<file path="src/dq_pkg.sv">
// Shared types and constants for the double-ended queue.
package dq_pkg;

  localparam int DEPTH_DEF      = 16;
  localparam int DATA_WIDTH_DEF = 32;

  localparam int OPCODE_W = 2;
  localparam int VALUE_W  = 32;
  localparam int COUNT_W  = 5;
  localparam int STATUS_W = 2;

  typedef enum logic [OPCODE_W-1:0] {
    OP_PUSH_FRONT = 2'd0,
    OP_PUSH_BACK  = 2'd1,
    OP_POP_FRONT  = 2'd2,
    OP_POP_BACK   = 2'd3
  } op_t;

  typedef enum logic [STATUS_W-1:0] {
    ST_OK    = 2'd0,
    ST_EMPTY = 2'd1,
    ST_FULL  = 2'd2
  } status_t;

endpackage

</file>
<file path="src/dq_ram.sv">
// Generic simple dual-port RAM, one write port, one registered read port.
module dq_ram #(
  parameter int WIDTH = 32,
  parameter int DEPTH = 16
) (
  input  logic                     clk,
  input  logic                     we,
  input  logic [$clog2(DEPTH)-1:0] waddr,
  input  logic [WIDTH-1:0]         wdata,
  input  logic                     re,
  input  logic [$clog2(DEPTH)-1:0] raddr,
  output logic [WIDTH-1:0]         rdata
);

  logic [WIDTH-1:0] mem [DEPTH];

  always_ff @(posedge clk) begin
    if (we) begin
      mem[waddr] <= wdata;
    end
    if (re) begin
      rdata <= mem[raddr];
    end
  end

endmodule

</file>
<file path="src/double_ended_queue.sv">
// Double-ended queue on a ring buffer: top level with pointer and count control.
// An accepted beat is registered in the s1 stage, then in the output register; the slot
// read of a pop goes through the RAM's registered read port on the accepting edge.
// No new beat is taken while one is in s1 or an untaken result waits in the output register.
// Reset clears the front and back indices, the count and all valid flags;
// slot contents are not cleared and are only read after a push wrote them.
module double_ended_queue
  import dq_pkg::*;
#(
  parameter int DEPTH      = DEPTH_DEF,
  parameter int DATA_WIDTH = DATA_WIDTH_DEF
) (
  input  logic                clk,
  input  logic                rst,
  input  logic                in_valid,
  output logic                in_ready,
  input  logic [OPCODE_W-1:0] opcode,
  input  logic [VALUE_W-1:0]  value,
  output logic                out_valid,
  input  logic                out_ready,
  output logic [VALUE_W-1:0]  popped_value,
  output logic [COUNT_W-1:0]  count,
  output logic [STATUS_W-1:0] status
);

  localparam int IDX_W = $clog2(DEPTH);
  localparam int CNT_W = $clog2(DEPTH + 1);
  localparam logic [IDX_W-1:0] IDX_LAST = IDX_W'(DEPTH - 1);
  localparam logic [CNT_W-1:0] CNT_FULL = CNT_W'(DEPTH);

  logic [IDX_W-1:0] front_index, front_index_next;
  logic [IDX_W-1:0] back_index, back_index_next;
  logic [CNT_W-1:0] elem_count, elem_count_next;

  // Stage between RAM access and result register
  logic                s1_valid;
  logic                s1_pop_ok;
  logic [CNT_W-1:0]    s1_count;
  status_t             s1_status;

  logic                accept;
  op_t                 op;
  logic                ram_we, ram_re;
  logic [IDX_W-1:0]    ram_waddr, ram_raddr;
  logic [DATA_WIDTH-1:0] ram_rdata;
  status_t             status_next;

  logic [IDX_W-1:0] front_inc, front_dec, back_inc, back_dec;

  assign front_inc = (front_index == IDX_LAST) ? '0 : front_index + 1'b1;
  assign front_dec = (front_index == '0) ? IDX_LAST : front_index - 1'b1;
  assign back_inc  = (back_index == IDX_LAST) ? '0 : back_index + 1'b1;
  assign back_dec  = (back_index == '0) ? IDX_LAST : back_index - 1'b1;

  // Ready when s1 is empty and the output register is free next cycle: empty or being taken now.
  assign in_ready = !s1_valid && (!out_valid || out_ready);
  assign accept   = in_valid && in_ready;
  assign op       = op_t'(opcode);

  always_comb begin
    front_index_next = front_index;
    back_index_next  = back_index;
    elem_count_next  = elem_count;
    status_next      = ST_OK;
    ram_we           = 1'b0;
    ram_re           = 1'b0;
    ram_waddr        = back_index;
    ram_raddr        = front_index;
    unique case (op)
      OP_PUSH_FRONT: begin
        if (elem_count == CNT_FULL) begin
          status_next = ST_FULL;
        end else begin
          front_index_next = front_dec;
          ram_waddr        = front_dec;
          ram_we           = accept;
          elem_count_next  = elem_count + 1'b1;
        end
      end
      OP_PUSH_BACK: begin
        if (elem_count == CNT_FULL) begin
          status_next = ST_FULL;
        end else begin
          back_index_next = back_inc;
          ram_waddr       = back_index;
          ram_we          = accept;
          elem_count_next = elem_count + 1'b1;
        end
      end
      OP_POP_FRONT: begin
        if (elem_count == '0) begin
          status_next = ST_EMPTY;
        end else begin
          front_index_next = front_inc;
          ram_raddr        = front_index;
          ram_re           = accept;
          elem_count_next  = elem_count - 1'b1;
        end
      end
      OP_POP_BACK: begin
        if (elem_count == '0) begin
          status_next = ST_EMPTY;
        end else begin
          back_index_next = back_dec;
          ram_raddr       = back_dec;
          ram_re          = accept;
          elem_count_next = elem_count - 1'b1;
        end
      end
      default: begin
        status_next = ST_OK;
      end
    endcase
  end

  dq_ram #(
    .WIDTH (DATA_WIDTH),
    .DEPTH (DEPTH)
  ) u_slots (
    .clk   (clk),
    .we    (ram_we),
    .waddr (ram_waddr),
    .wdata (DATA_WIDTH'(value)),
    .re    (ram_re),
    .raddr (ram_raddr),
    .rdata (ram_rdata)
  );

  always_ff @(posedge clk) begin
    if (rst) begin
      front_index <= '0;
      back_index  <= '0;
      elem_count  <= '0;
      s1_valid    <= 1'b0;
      out_valid   <= 1'b0;
    end else begin
      if (accept) begin
        front_index <= front_index_next;
        back_index  <= back_index_next;
        elem_count  <= elem_count_next;
      end
      s1_valid <= accept;
      if (s1_valid) begin
        out_valid <= 1'b1;
      end else if (out_ready) begin
        out_valid <= 1'b0;
      end
    end
  end

  always_ff @(posedge clk) begin
    if (accept) begin
      s1_pop_ok <= ram_re;
      s1_count  <= elem_count_next;
      s1_status <= status_next;
    end
    if (s1_valid) begin
      popped_value <= s1_pop_ok ? VALUE_W'(ram_rdata) : '0;
      count        <= COUNT_W'(s1_count);
      status       <= s1_status;
    end
  end

endmodule
</file>
<file path="config.mk">
export PLATFORM = sky130hd
export DESIGN_NAME = double_ended_queue
export DESIGN_NICKNAME = d
export VERILOG_FILES = /design/src/dq_pkg.sv /design/src/dq_ram.sv /design/src/double_ended_queue.sv
export SDC_FILE = /design/constraint.sdc
export NUM_CORES = 1
export LEC_CHECK = 0
export ABC_AREA = 1
export BUFFER_PORTS_ARGS = -buffer_cell sky130_fd_sc_hd__buf_2
export CAP_MARGIN = 20
export CORE_ASPECT_RATIO = 0.6
export CORE_MARGIN = 1
export CORE_UTILIZATION = 60
export DETAILED_ROUTE_END_ITERATION = 10
export HOLD_SLACK_MARGIN = 0.12
export PLACE_DENSITY_LB_ADDON = 0.08
export SLEW_MARGIN = 25
export SYNTH_ARGS = -nofsm -noshare
export SYNTH_HDL_FRONTEND = slang
export SYNTH_SLANG_ARGS = --single-unit
</file>
<file path="constraint.sdc">
create_clock -name clk -period 8.5 [get_ports clk]
set_input_delay 0.425 -clock clk [delete_from_list [all_inputs] [get_ports clk]]
set_output_delay 0.425 -clock clk [all_outputs]
set_load 0.02 [all_outputs]
</file>
==> flow_summary.yaml <==
outcome:
  outcome: "completed"
drt:
  postRouteAntennaNets: 0
  drt_pass1_iterations: 6
  via_per_inst: 5.76
  vias: 16814
  drtIter0Drc: 2161
  routed_wl_um: 63500
  wl_per_cell_um: 21.7
  remaining_drc_errors: 0
timing:
  timing.slew.headroom_pct: 33.5
  skew_ns: 0.0159
  setup_violations: 0
  fin_crit_ns: 4.30
  fin_crit_sh_pct: 50.5
  setup_tns_ns: 0
  finalHoldViolCount: 0
  fmax_mhz: 233
  worstMarginPinSlew_ns: 0.998
  finalMaxSlewViolations: 0
  rsz0062_at_grt: "false"
place:
  dp_hpwl_um: 30900
  place_congestion: 0.843
  portBuffers: 78
  dp_cells: 2820
yosys:
  yosysWarnings: 0
  synthAdderAreaFrac_pct: 0.292
  synth_top_family_by_area: "simple AND/OR/NAND/NOR gates"
  synth_edf_count: 591
  synth-compound-area-share_pct: 0.974
  async_reset_ff_share_pct: 0
  syn_inst: 2280
  synth_cell_types: 30
  synth_nets: 2324
  synthMuxAreaShare_pct: 0
  ys_seq_area_share_pct: 70.2
  postSynthAreaPerCell_um2: 11.3
  synthesis.area_um2: 25700
  synth_simple_gate_area_share_pct: 22.2
  synth-main-ff-cell: "edfxtp_1"
  ys_ff_latch: 606
  synthXorXnorAreaFrac_pct: 0.307
layout:
  layout_common_cells: "615 x nand2_1, 591 x edfxtp_1, 499 x nand3_1, 224 x inv_1, 97 x nand3b_1"
  drive_gt1_share_pct: 9.07
  mostFrequentLayoutCell: "nand2_1"
  area_delta_synth_final_pct: 9.83
  final_nets: 2349
  fill_cells: 3098
  instances_no_fill: 2921
worst_setup_path:
  reg2reg_from: "elem_count[0]"
  path_buf_inv: 3
  worst_setup_path_end_kind: "flop"
  crit_family: "simple AND/OR/NAND/NOR gates"
  crit_chain: "inv_1 -> ha_1 -> nand3_2 -> nand2_2 -> nand2_8 -> buf_4 -> buf_4 -> nand3_1 -> nand2_1 -> nand2_1 -> nand3_1 -> nand3_1 -> nand2_1"
  cp-start-kind: "flop"
  max_stage_delay_ns: 0.75
  critPathArrivalTime_ns: 4.72
  slowest_stage: "buf_4"
  worst_ep_required_time_ns: 8.92
  critical_path_class: "reg2reg"
  crit_path_max_fanout: 121
  worstSetupStartpoint: "elem_count[0]"
clocking:
  ctsHoldBuffers: 0
  clkLatencyLatePin_ns: 0.59
  cts_resized: 0
  cts_buffers: 53
  cts_root_buf: "clkbuf_16"
  clk_path_buf_depth: 3
  cts_sinks: 606
  clk_pin_slew_ns: 0.06
  post_cts_buffers: 0
  htree_levels: 2
  cts_tree: "yes"
die:
  die_area_um2: 43700
  ios: 79
  fp.dieH_um: 162
  row_count: 58
  die_w_um: 269
  core_um2: 42100
  start_util_pct: 61.1
global_routing:
  grt.total_usage_pct: 29.3
  grt_pass1_vias: 15878
  overflow: 0
  grt_pass1_wl_um: 96000
  antenna_found_initial: 2
  grt_max_degree: 209
pwr:
  ir_drop_v: 0.000199
  powerDensity_nw_per_um2: 232
  leakagePower_uw: 0.0111
worst_hold_path:
  hp-start: "rst"
  hold_path.class: "in2reg"
job:
  drv_cap: 0
==> synth_stat cells (2+ instances only) <==
cell / n / share of area [%]
a21oi_1: 14 / 0.27
buf_1: 7 / 0.10
buf_2: 112 / 2.2
buf_4: 4 / 0.12
buf_6: 2 / 0.088
clkbuf_1: 12 / 0.18
dfxtp_1: 15 / 1.2
edfxtp_1: 591 / 69
ha_1: 6 / 0.29
inv_1: 225 / 3.3
inv_2: 5 / 0.073
nand2_1: 616 / 9.0
nand2_2: 3 / 0.073
nand2_4: 2 / 0.088
nand3_1: 499 / 9.7
nand3_2: 2 / 0.078
nand3b_1: 97 / 2.8
nor2_1: 25 / 0.37
o21a_1: 2 / 0.058
o21ai_0: 21 / 0.41
o21ai_1: 3 / 0.058
o22ai_1: 2 / 0.049
xnor2_1: 2 / 0.068
xor2_1: 7 / 0.24
==> worst paths after layout <==
path	endpoint	slack [ns]	cells past startpoint
max reg2reg	u_slots.rdata[6]	4.20	13
max	u_slots.rdata[6]	4.20	13
min	front_index[0]	0.15	2
min reg2reg	count[4]	0.42	0
==> cell families after synthesis <==
kind of cell,Yosys count
buffers and inverters,367
adder cells (fa/ha/maj),6
AND/OR/NAND/NOR,1246
XOR/XNOR,9
flip-flops,606
AO/OA/AOI/OAI,46
==> power by group <==
group | switching (uW) | total (uW) | internal (uW)
Clock | 1060 | 2360 | 1300
Sequential | 23.6 | 3380 | 3360
Combinational | 596 | 819 | 223
Total | 1680 | 6560 | 4880
==> area by class of cell <==
class                           instances  area, um^2  area share, %
Antenna cell                            2        5.00         0.0177
Clock buffer                           63        1410           4.98
Clock inverter                         36         265          0.940
Inverter                              230         871           3.08
Multi-Input combinational cell       1307        6290           22.3
Sequential cell                       606       18000           63.9
Tap cell                              570         713           2.53
Timing Repair Buffer                  107         633           2.24
==> layer usage <==
metal | vias to the layer above | GRT usage [%] | share of wire, %
li1 | 7847 | - | -
met1 | 8052 | 43.5 | 43
met2 | 817 | 44.9 | 44
met3 | 96 | 6.30 | 11
met4 | 2 | 6.34 | 1.7
met5 | - | 0 | 0.027
==> through the flow <==
stage	hold WS (ns)	setup slack [ns]	cell area, um^2	util (%)	total power, uW
after floorplan	0.400	4.78	25700	-	4000
after global placement	0.402	4.49	26600	63.1	4240
after detailed placement	0.405	4.30	26600	63.1	4250
after CTS	0.130	4.28	28200	67.1	6570
after global routing	0.161	3.99	28200	67.1	6780
final	0.149	4.20	28200	67.1	6560
==> sequential cells by signal, indices dropped and copies added (netlist names) <==
| signal | count |
|---|---|
| s1_valid | 1 |
| elem_count | 5 |
| s1_pop_ok | 1 |
| popped_value | 32 |
| back_index | 4 |
| u_slots.rdata | 32 |
| u_slots.mem | 512 |
| front_index | 4 |
| out_valid | 1 |
| status | 2 |
| s1_status | 2 |
| s1_count | 5 |
| count | 5 |
(Power assumes the default switching activity.)
